$ cat src/hdl/rl2en_pkg.sv
`default_nettype none

package rl2en_pkg;

    localparam int SAMPLE_W = 16;
    localparam int RATIO_W  = 24;
    localparam int DIFF_W   = 42;
    localparam int REF_W    = 41;
    localparam int FRAC_W   = 16;
    localparam int QUO_W    = 2 * RATIO_W;
    localparam int ROOT_REM_W = RATIO_W + 2;
    localparam int CNT_W    = 6;

    localparam logic [DIFF_W-1:0]  DIFF_SUM_MAX = {DIFF_W{1'b1}};
    localparam logic [REF_W-1:0]   REF_SUM_MAX  = {REF_W{1'b1}};
    localparam logic [RATIO_W-1:0] RATIO_MAX    = {RATIO_W{1'b1}};

    localparam logic [CNT_W-1:0] DIV_LAST_STEP  = CNT_W'(QUO_W - 1);
    localparam logic [CNT_W-1:0] ROOT_LAST_STEP = CNT_W'(RATIO_W - 1);

    localparam logic STATUS_OK       = 1'b0;
    localparam logic STATUS_ZERO_DEN = 1'b1;

    typedef enum logic [2:0] {
        ST_IDLE,
        ST_CHECK,
        ST_DIV,
        ST_ROOT_INIT,
        ST_ROOT,
        ST_DONE
    } t_state;

    typedef struct packed {
        logic in_ready;
        logic accum;
        logic check;
        logic div_step;
        logic root_init;
        logic root_step;
        logic out_load;
    } t_cmd;

    typedef struct packed {
        logic den_zero;
        logic ratio_sat;
        logic out_free;
    } t_sts;

endpackage

`default_nettype wire

$ cat src/hdl/relative_l2_error_norm.sv
// relative L2 error norm of a streamed vector
//
// input channel: i_in_valid / o_in_ready carry one word per cycle, a pair of
// signed 16-bit samples (computed, reference) and a last flag. each word adds
// its squared difference and squared reference to two saturating sums.
// output channel: o_out_valid / i_out_ready carry one word per vector:
// o_error_ratio = sqrt(diff sum / ref sum) in unsigned Q8.16, truncated and
// saturated, and o_status (1 = zero reference energy, ratio 0).
// throughput: non-last words are taken every cycle. after a last word the
// block takes no input while a 48-step restoring divider and a 24-step
// digit-by-digit square root run, one bit or one root digit per cycle,
// before the result is loaded into the output register; when the
// reference sum is zero or the ratio saturates, both steps are skipped.
// the output register lets the next vector stream in while a result waits;
// if the receiver still stalls when the following result is ready, the
// block holds that result and takes no input until the register frees.
// reset (synchronous, active low) clears both sums and drops o_out_valid.
`default_nettype none

module relative_l2_error_norm (
    input  wire logic                                 i_clk,
    input  wire logic                                 i_rst_n,
    input  wire logic                                 i_in_valid,
    output logic                                      o_in_ready,
    input  wire logic signed [rl2en_pkg::SAMPLE_W-1:0] i_computed_sample,
    input  wire logic signed [rl2en_pkg::SAMPLE_W-1:0] i_reference_sample,
    input  wire logic                                 i_last_element,
    output logic                                      o_out_valid,
    input  wire logic                                 i_out_ready,
    output logic [rl2en_pkg::RATIO_W-1:0]             o_error_ratio,
    output logic                                      o_status
);
    import rl2en_pkg::*;

    t_cmd w_cmd;
    t_sts w_sts;

    rl2en_ctrl u_ctrl (
        .i_clk          (i_clk),
        .i_rst_n        (i_rst_n),
        .i_in_valid     (i_in_valid),
        .i_last_element (i_last_element),
        .i_sts          (w_sts),
        .o_cmd          (w_cmd)
    );

    rl2en_dp u_dp (
        .i_clk              (i_clk),
        .i_rst_n            (i_rst_n),
        .i_cmd              (w_cmd),
        .i_computed_sample  (i_computed_sample),
        .i_reference_sample (i_reference_sample),
        .i_out_ready        (i_out_ready),
        .o_sts              (w_sts),
        .o_out_valid        (o_out_valid),
        .o_error_ratio      (o_error_ratio),
        .o_status           (o_status)
    );

    assign o_in_ready = w_cmd.in_ready;

endmodule

`default_nettype wire

$ cat src/hdl/rl2en_ctrl.sv
`default_nettype none

module rl2en_ctrl (
    input  wire logic             i_clk,
    input  wire logic             i_rst_n,
    input  wire logic             i_in_valid,
    input  wire logic             i_last_element,
    input  wire rl2en_pkg::t_sts  i_sts,
    output rl2en_pkg::t_cmd       o_cmd
);
    import rl2en_pkg::*;

    t_state           r_state, n_state;
    logic [CNT_W-1:0] r_cnt, n_cnt;

    always_ff @(posedge i_clk) begin
        if (!i_rst_n) begin
            r_state <= ST_IDLE;
            r_cnt   <= '0;
        end else begin
            r_state <= n_state;
            r_cnt   <= n_cnt;
        end
    end

    always_comb begin
        n_state = r_state;
        n_cnt   = r_cnt;
        case (r_state)
            ST_IDLE: begin
                if (i_in_valid && i_last_element) begin
                    n_state = ST_CHECK;
                end
            end
            ST_CHECK: begin
                if (i_sts.den_zero || i_sts.ratio_sat) begin
                    n_state = ST_DONE;
                end else begin
                    n_state = ST_DIV;
                    n_cnt   = DIV_LAST_STEP;
                end
            end
            ST_DIV: begin
                if (r_cnt == '0) begin
                    n_state = ST_ROOT_INIT;
                end else begin
                    n_cnt = r_cnt - 1'b1;
                end
            end
            ST_ROOT_INIT: begin
                n_state = ST_ROOT;
                n_cnt   = ROOT_LAST_STEP;
            end
            ST_ROOT: begin
                if (r_cnt == '0) begin
                    n_state = ST_DONE;
                end else begin
                    n_cnt = r_cnt - 1'b1;
                end
            end
            ST_DONE: begin
                if (i_sts.out_free) begin
                    n_state = ST_IDLE;
                end
            end
            default: begin
                n_state = ST_IDLE;
            end
        endcase
    end

    always_comb begin
        o_cmd = '0;
        case (r_state)
            ST_IDLE: begin
                o_cmd.in_ready = 1'b1;
                o_cmd.accum    = i_in_valid;
            end
            ST_CHECK: begin
                o_cmd.check = 1'b1;
            end
            ST_DIV: begin
                o_cmd.div_step = 1'b1;
            end
            ST_ROOT_INIT: begin
                o_cmd.root_init = 1'b1;
            end
            ST_ROOT: begin
                o_cmd.root_step = 1'b1;
            end
            ST_DONE: begin
                o_cmd.out_load = i_sts.out_free;
            end
            default: begin
                o_cmd = '0;
            end
        endcase
    end

`ifndef SYNTHESIS
    a_last_starts_check: assert property (@(posedge i_clk) disable iff (!i_rst_n)
        (r_state == ST_IDLE && i_in_valid && i_last_element) |=> (r_state == ST_CHECK))
        else $error("last word did not start the result sequence");

    a_div_to_root: assert property (@(posedge i_clk) disable iff (!i_rst_n)
        (r_state == ST_DIV && r_cnt == '0) |=> (r_state == ST_ROOT_INIT))
        else $error("divider did not hand over to square root");
`endif

endmodule

`default_nettype wire

$ cat src/hdl/rl2en_dp.sv
`default_nettype none

module rl2en_dp (
    input  wire logic                                 i_clk,
    input  wire logic                                 i_rst_n,
    input  wire rl2en_pkg::t_cmd                      i_cmd,
    input  wire logic signed [rl2en_pkg::SAMPLE_W-1:0] i_computed_sample,
    input  wire logic signed [rl2en_pkg::SAMPLE_W-1:0] i_reference_sample,
    input  wire logic                                 i_out_ready,
    output rl2en_pkg::t_sts                           o_sts,
    output logic                                      o_out_valid,
    output logic [rl2en_pkg::RATIO_W-1:0]             o_error_ratio,
    output logic                                      o_status
);
    import rl2en_pkg::*;

    logic [DIFF_W-1:0]  r_diff_sum, n_diff_sum;
    logic [REF_W-1:0]   r_ref_sum, n_ref_sum;
    logic [DIFF_W-1:0]  r_rem, n_rem;
    logic [QUO_W-1:0]   r_work, n_work;
    logic [RATIO_W-1:0] r_root, n_root;
    logic               r_res_status, n_res_status;
    logic               r_out_valid;
    logic [RATIO_W-1:0] r_error_ratio;
    logic               r_status;

    logic signed [SAMPLE_W:0]       w_diff;
    logic signed [2*SAMPLE_W+1:0]   w_diff_sq_full;
    logic signed [2*SAMPLE_W-1:0]   w_ref_sq_full;
    logic [DIFF_W:0]                w_diff_add;
    logic [REF_W:0]                 w_ref_add;
    logic [DIFF_W-1:0]              w_div_sh;
    logic [DIFF_W-1:0]              w_den_ext;
    logic                           w_div_ge;
    logic [ROOT_REM_W+1:0]          w_root_sh;
    logic [ROOT_REM_W+1:0]          w_root_trial;
    logic                           w_root_ge;
    logic [ROOT_REM_W+1:0]          w_root_diff;

    assign w_diff = $signed({i_computed_sample[SAMPLE_W-1], i_computed_sample})
                  - $signed({i_reference_sample[SAMPLE_W-1], i_reference_sample});
    assign w_diff_sq_full = w_diff * w_diff;
    assign w_ref_sq_full  = i_reference_sample * i_reference_sample;

    assign w_diff_add = {1'b0, r_diff_sum}
                      + {{(DIFF_W-2*SAMPLE_W+1){1'b0}}, w_diff_sq_full[2*SAMPLE_W-1:0]};
    assign w_ref_add  = {1'b0, r_ref_sum}
                      + {{(REF_W-2*SAMPLE_W+2){1'b0}}, w_ref_sq_full[2*SAMPLE_W-2:0]};

    assign w_div_sh  = {r_rem[DIFF_W-2:0], r_work[QUO_W-1]};
    assign w_den_ext = {1'b0, r_ref_sum};
    assign w_div_ge  = (w_div_sh >= w_den_ext);

    assign w_root_sh    = {r_rem[ROOT_REM_W-1:0], r_work[QUO_W-1 -: 2]};
    assign w_root_trial = {2'b00, r_root, 2'b01};
    assign w_root_ge    = (w_root_sh >= w_root_trial);
    assign w_root_diff  = w_root_sh - w_root_trial;

    assign o_sts.den_zero  = (r_ref_sum == '0);
    assign o_sts.ratio_sat = ({{(REF_W+FRAC_W-DIFF_W){1'b0}}, r_diff_sum}
                              >= {r_ref_sum, {FRAC_W{1'b0}}});
    assign o_sts.out_free  = !r_out_valid || i_out_ready;

    // running sums
    always_comb begin
        n_diff_sum = r_diff_sum;
        n_ref_sum  = r_ref_sum;
        if (i_cmd.accum) begin
            n_diff_sum = w_diff_add[DIFF_W] ? DIFF_SUM_MAX : w_diff_add[DIFF_W-1:0];
            n_ref_sum  = w_ref_add[REF_W] ? REF_SUM_MAX : w_ref_add[REF_W-1:0];
        end else if (i_cmd.out_load) begin
            n_diff_sum = '0;
            n_ref_sum  = '0;
        end
    end

    // divide then square root
    always_comb begin
        n_rem        = r_rem;
        n_work       = r_work;
        n_root       = r_root;
        n_res_status = r_res_status;
        if (i_cmd.check) begin
            n_rem  = {{FRAC_W{1'b0}}, r_diff_sum[DIFF_W-1:FRAC_W]};
            n_work = {r_diff_sum[FRAC_W-1:0], {(QUO_W-FRAC_W){1'b0}}};
            if (o_sts.den_zero) begin
                n_root       = '0;
                n_res_status = STATUS_ZERO_DEN;
            end else begin
                n_root       = RATIO_MAX;
                n_res_status = STATUS_OK;
            end
        end else if (i_cmd.div_step) begin
            n_rem  = w_div_ge ? (w_div_sh - w_den_ext) : w_div_sh;
            n_work = {r_work[QUO_W-2:0], w_div_ge};
        end else if (i_cmd.root_init) begin
            n_rem        = '0;
            n_root       = '0;
            n_res_status = STATUS_OK;
        end else if (i_cmd.root_step) begin
            n_rem  = {{(DIFF_W-ROOT_REM_W){1'b0}},
                      w_root_ge ? w_root_diff[ROOT_REM_W-1:0] : w_root_sh[ROOT_REM_W-1:0]};
            n_work = {r_work[QUO_W-3:0], 2'b00};
            n_root = {r_root[RATIO_W-2:0], w_root_ge};
        end
    end

    always_ff @(posedge i_clk) begin
        if (!i_rst_n) begin
            r_diff_sum  <= '0;
            r_ref_sum   <= '0;
            r_out_valid <= 1'b0;
        end else begin
            r_diff_sum <= n_diff_sum;
            r_ref_sum  <= n_ref_sum;
            if (i_cmd.out_load) begin
                r_out_valid <= 1'b1;
            end else if (i_out_ready) begin
                r_out_valid <= 1'b0;
            end
        end
    end

    always_ff @(posedge i_clk) begin
        r_rem        <= n_rem;
        r_work       <= n_work;
        r_root       <= n_root;
        r_res_status <= n_res_status;
        if (i_cmd.out_load) begin
            r_error_ratio <= r_root;
            r_status      <= r_res_status;
        end
    end

    assign o_out_valid   = r_out_valid;
    assign o_error_ratio = r_error_ratio;
    assign o_status      = r_status;

`ifndef SYNTHESIS
    a_sums_cleared: assert property (@(posedge i_clk) disable iff (!i_rst_n)
        i_cmd.out_load |=> (r_diff_sum == '0 && r_ref_sum == '0))
        else $error("sums not cleared after result word");

    a_zero_den_ratio: assert property (@(posedge i_clk) disable iff (!i_rst_n)
        (r_out_valid && r_status == STATUS_ZERO_DEN) |-> (r_error_ratio == '0))
        else $error("zero denominator word carries nonzero ratio");
`endif

endmodule

`default_nettype wire
$ cat config.mk
export PLATFORM = sky130hd
export DESIGN_NAME = relative_l2_error_norm
export DESIGN_NICKNAME = d
export VERILOG_FILES = /design/src/hdl/rl2en_pkg.sv /design/src/hdl/relative_l2_error_norm.sv /design/src/hdl/rl2en_ctrl.sv /design/src/hdl/rl2en_dp.sv
export SDC_FILE = /design/constraint.sdc
export NUM_CORES = 2
export LEC_CHECK = 0
export BUFFER_PORTS_ARGS = -buffer_cell sky130_fd_sc_hd__buf_2
export CORE_MARGIN = 3
export CORE_UTILIZATION = 25
export CTS_CLUSTER_SIZE = 12
export DETAILED_ROUTE_END_ITERATION = 12
export PLACE_DENSITY = 0.46
export SYNTH_ARGS = -nofsm -noshare
export SYNTH_HDL_FRONTEND = slang
export SYNTH_SLANG_ARGS = --single-unit
export TNS_END_PERCENT = 1
$ cat constraint.sdc
create_clock -name i_clk -period 31.9 [get_ports i_clk]
set_input_delay 1.595 -clock i_clk [delete_from_list [all_inputs] [get_ports i_clk]]
set_output_delay 1.595 -clock i_clk [all_outputs]
set_load 0.01 [all_outputs]
### Word level (Yosys, flattened, before mapping)

Index checks and enable logic that the tools add are counted.

| operators by class | value |
|---|---|
| add/subtract/negate cells | 6 |
| $mul | 2 |
| $lt $le $gt $ge | 3 |
| equal/unequal tests | 14 |
| mux-type cells | 42 |
| reductions and logical operators | 23 |

Operator list:

| cell | count |
|---|---|
| $mux 41 | 7 |
| $mux 48 | 4 |
| $mux 42 | 3 |
| $mux 24 | 5 |
| $ge 42x57->1 | 1 |
| $mux 26 | 2 |
| $add 42x32->43 | 1 |
| $add 41x31->42 | 1 |
| $ge 42x41->1 | 1 |
| $logic_not 41->1 | 1 |
| $sub 41x41->41 | 1 |
| $mul 17x17->32 | 1 |
| $mul 16x16->31 | 1 |
| $ge 28x26->1 | 1 |
| $sub 26x26->26 | 1 |
| $pmux 3 s6 | 1 |
| $pmux 6 s3 | 1 |
| $sub 16x16->17 | 1 |
| $mux 3 | 5 |
| $mux 6 | 2 |
| $ne 2x1->1 const B | 6 |
| $reduce_bool 3->1 | 4 |
| $mux 1 | 11 |
| $reduce_and 2->1 | 4 |
| 17 further kinds | 24 |

| word-level totals | value |
|---|---|
| bits in registers | 232 |
| input bits | 37 |
| output and inout port bits | 27 |

### Depth between registers and ports, before layout

| logic depth | value |
|---|---|
| depth after elaboration | 6 |
| gate-level depth with buffers | 48 |
| mapped depth without buffers | 46 |

### Modules after synthesis

A second synthesis with hierarchy kept.

| second synthesis, totals | value |
|---|---|
| cell total of the unflattened synthesis | 4,123 |
| area, all modules | 36,035.8 sq um |

Modules (own cells, without submodules):

| module | times used | cells each | area each (sq um) |
|---|---|---|---|
| rl2en_dp | 1 | 4,037 | 35,357.7 |
| rl2en_ctrl | 1 | 86 | 678.2 |

### Worst setup path after synthesis

OpenSTA, ideal clock, no wires.

| timing path | value |
|---|---|
| path kind | in2reg |
| from | input i_reference_sample[5] in the netlist's numbering |
| to | register u_dp.r_diff_sum[12] |
| arrival time | 11,652 ps |
| data required time | 31,809 ps |
| slack | 20,157 ps |
| cell stages on the path | 43 |
| path buffers | 5 |
| path through | clkbuf_1 -> clkinv_1 -> ha_1 -> nor3_1 -> nor2_1 -> o41a_1 -> a211o_1 -> a31o_2 -> a21oi_1 -> nand2b_1 -> a21o_1 -> inv_1 -> clkbuf_1 -> buf_1 -> nor2_1 -> fa_1 -> inv_1 -> fa_1 -> (+7 left out) -> ha_1 -> and3_1 -> a221o_1 -> a211oi_1 -> o2111a_1 -> a221oi_1 -> a41o_1 -> o21ai_0 -> nand2b_1 -> xnor2_1 -> xnor2_1 -> ha_1 -> nand2_1 -> o41a_1 -> or2_1 -> buf_2 -> buf_6 -> a311oi_1 |

| between the ends | value |
|---|---|
| longest elaborated chain between the ends | 5 |

RTL lines:

| what | RTL line | text |
|---|---|---|
| start, declared | relative_l2_error_norm.sv:26 | `input wire logic signed [rl2en_pkg::SAMPLE_W-1:0] i_reference_sample,` |
| $sub 16x16->17 | rl2en_dp.sv:41 | `- $signed({i_reference_sample[SAMPLE_W-1], i_reference_sample});` |
| $mul 17x17->32 | rl2en_dp.sv:42 | `assign w_diff_sq_full = w_diff * w_diff;` |
| $add 42x32->43 | rl2en_dp.sv:46 | `+ {{(DIFF_W-2*SAMPLE_W+1){1'b0}}, w_diff_sq_full[2*SAMPLE_W-1:0]};` |
| $mux 42 | rl2en_dp.sv:69 | `n_diff_sum = w_diff_add[DIFF_W] ? DIFF_SUM_MAX : w_diff_add[DIFF_W-1:0];` |
| $mux 42 | rl2en_dp.sv:68 | `if (i_cmd.accum) begin` |
| end signal, assigned | rl2en_dp.sv:114 | `r_diff_sum <= n_diff_sum;` |
| end, declared | rl2en_dp.sv:17 | `logic [DIFF_W-1:0] r_diff_sum, n_diff_sum;` |

Every way passes these cells.
A chain may end at the register's enable or synchronous reset.

### Final worst setup path

| timing path | value |
|---|---|
| from | input i_reference_sample[2] in the netlist's numbering |
| to | register u_dp.r_diff_sum[7] |

Same word-level chain as after synthesis.

==> metrics <==
syn_nets=4965; Syn Area/Cell=8.68 um2; critical path type=input port to register; Num CTS Buffers=28; clk_lat worst skew=0.57 ns; largest net degree at the start of global routing=71; setup bufs post-CTS=0; Hold EP=u_dp.o_status; initial antenna violation count=1; GRT Resource Usage Total=14.1%; share of cells above drive strength 1=4.67%; Storage cell area=5570 um2; Post-synth EDFFs=92; worst setup margin=18.70 ns; post-layout min period=13.20 ns; Syn. warnings=0; total number of vias=27.7k; worst r2r src=u_dp.r_ref_sum[2]; Hold Vio Cnt, Final=0; vias in the first global route=28.6k; Hold Path Depth=0; max incr delay on CP=0.81 ns; CP startpoint=i_reference_sample[2]; H-tree depth=1; CP max stage cell=fa_1; ys async rst share=0%; RD Place Congestion=0.852; nets=4963; total die area=147000 um2; GRT Residual Overflow=0; CTS tree=done; worst slack, placed=18.09 ns; worst hold path class=register to register; RSZ-0062 raised after global routing=no; core area=140000 um2; flop2flop setup slack=26.95 ns; Slew @ Worst Pin=1.11 ns; Site Rows=137; Netlist cell types=86; final worst-path cycle share=41.4%; clock skew=0.0140 ns; # resized after CTS=0; Seq cells post-synth=232; first-pass GRT wire length=166 mm; required time of the critical path=32.40 ns; Initial Util=25.3%; endpoint class of the critical path=register; multi-input combinational cell area=26600 um2; CTS Sinks=232; Worst Path Arrival=13.70 ns; clock slew at reported path FFs=0.06 ns; 1st-pass router iterations=5; Hold Buf Count CTS=0; Worst Hold Launch=u_dp.r_res_status; # setup viols final=0; drt via density=4.63; FILL cells=15.1k; Max clock buf depth=3; IO buf count=63; Synth Cell Area=35500 um2; fmax=75.8 MHz; antenna viol nets, final=0; DRT iter0 DRCs=1581; status=complete, no violations; CP Launch Type=input port; Setup TNS Final=0 ns; DRC errors left=0; Die W=383 um; Reg2Reg Capture Point=u_dp.r_rem[13]; max_slew headroom=25.8%; routed wire length=105 mm; Critical Path Fanout Max=22; max cap viols=0; clock root cell=clkbuf_16; Syn Inst Count=4096; die height=383 um; final max-slew violation count=0; Worst R2R Path Depth=14; synthesis-to-finish area growth=9.40%; wire length per cell=17.5 um; IO Count=64; Detailed Place HPWL=84.9 mm; sequential cell area fraction in the yosys report=15.7%; ys flop type=dfxtp_1
## logic make-up after synthesis
family,share of synthesized area (%)
AND/OR/NAND/NOR,11.7
AO/OA/AOI/OAI,16.2
buffers and inverters,9.54
adder cells (fa/ha/maj),39.7
flip-flops,15.7
XOR/XNOR,5.15
multiplexers,2.06
## state kept, by name, indices dropped and copies added (netlist names)
| signal | flops |
|---|---|
| u_ctrl.r_cnt | 6 |
| u_ctrl.r_state | 3 |
| u_dp.o_error_ratio | 24 |
| u_dp.o_out_valid | 1 |
| u_dp.o_status | 1 |
| u_dp.r_diff_sum | 42 |
| u_dp.r_ref_sum | 41 |
| u_dp.r_rem | 41 |
| u_dp.r_res_status | 1 |
| u_dp.r_root | 24 |
| u_dp.r_work | 48 |
## Yosys cell counts, drive strengths merged, types with 13 or more instances
| cell type | count | share of area [%] |
|---|---|---|
| nand4 | 28 | 0.49 |
| a311oi | 16 | 0.41 |
| nand2b | 34 | 0.60 |
| fa | 492 | 28 |
| o22ai | 36 | 0.63 |
| inv | 747 | 7.9 |
| clkbuf | 114 | 1.2 |
| a211oi | 33 | 0.71 |
| o21a | 37 | 0.78 |
| o21bai | 22 | 0.46 |
| nor2 | 274 | 2.9 |
| a21o | 91 | 1.9 |
| xor2 | 74 | 1.8 |
| or2 | 13 | 0.23 |
| o21ai | 267 | 3.8 |
| mux2i | 72 | 2.0 |
| nor3 | 58 | 0.82 |
| edfxtp | 92 | 7.8 |
| nor2b | 24 | 0.42 |
| a21oi | 260 | 3.7 |
| xnor2 | 134 | 3.3 |
| o221ai | 16 | 0.39 |
| and2 | 23 | 0.40 |
| ha | 340 | 12 |
| dfxtp | 140 | 7.9 |
| buf | 19 | 0.34 |
| nand2 | 373 | 3.9 |
| nand3 | 68 | 0.99 |
| a31oi | 35 | 0.68 |
| o211ai | 14 | 0.31 |
| nor4 | 14 | 0.25 |
| and3 | 14 | 0.25 |
## worst max-delay path, delay by kind of cell
kind                       cells  cell delay [ns]
AOI/OAI and AO/OA             17             3.89
adders and majority gates      9             4.26
xor gates and xnor gates       2             0.64
buffers and inverters          7             1.46
and+or+nand+nor                8             1.81
## worst max-delay path by stage
stage                          end  slack, ns  depth (start not counted)
3_3_place_gp    u_dp.r_diff_sum[7]      18.35                         43
5_1_grt        u_dp.r_diff_sum[39]      17.86                         42
3_5_place_dp    u_dp.r_diff_sum[7]      18.09                         43
2_1_floorplan  u_dp.r_diff_sum[12]      20.16                         43
4_1_cts         u_dp.r_diff_sum[7]      18.68                         43
6_report        u_dp.r_diff_sum[7]      18.70                         43
## cell usage in the layout (no fill, tap or decap), types with 32 or more instances in the layout
| master | Yosys | layout |
|---|---|---|
| a211oi_1 | 32 | 32 |
| a21o_1 | 91 | 91 |
| a21oi_1 | 260 | 259 |
| a31oi_1 | 33 | 33 |
| buf_2 | 7 | 63 |
| buf_4 | 1 | 38 |
| dfxtp_1 | 140 | 140 |
| edfxtp_1 | 92 | 92 |
| fa_1 | 492 | 492 |
| ha_1 | 340 | 340 |
| inv_1 | 742 | 741 |
| mux2i_1 | 72 | 72 |
| nand2_1 | 373 | 373 |
| nand2b_1 | 34 | 34 |
| nand3_1 | 66 | 64 |
| nor2_1 | 273 | 268 |
| nor3_1 | 58 | 58 |
| o21a_1 | 37 | 37 |
| o21ai_0 | 263 | 262 |
| o22ai_1 | 36 | 36 |
| xnor2_1 | 134 | 134 |
| xor2_1 | 73 | 72 |
## per-stage QoR
| step | cell area [um2] | util, % | cells | hold WS (ns) |
|---|---|---|---|---|
| global placement | 38000 | 27.1 | 5940 | 0.404 |
| floorplan | 35500 | - | 4096 | 0.400 |
| detailed placement | 38000 | 27.1 | 5940 | 0.405 |
| finish | 38900 | 27.7 | 5992 | 0.417 |
| CTS | 38900 | 27.7 | 5991 | 0.419 |
| global route | 38900 | 27.7 | 5991 | 0.422 |
## metal layers
metal / part of all wire [%] / track usage, % / vias to the layer above / wire [um]
met4: 1.2 / 1.91 / 0 / 1220
met5: 0 / 0 / - / 0
met3: 3.5 / 1.21 / 68 / 3680
met2: 46 / 23.4 / 472 / 48100
met1: 50 / 20.5 / 13700 / 51900
li1: - / - / 13500 / -
## layout make-up
cell class,count,area share (%)
diodes,1,0.00644
clock buffers,39,1.94
clock inverters,12,0.338
inverters,756,7.30
multi-input cells,2975,68.5
flip-flops and latches,232,14.3
well taps,1876,6.04
repair buffers,101,1.54
Power is left out: the tool's default activity adds up to more than one toggle a clock period on the data nets, which glitch-free logic cannot reach.
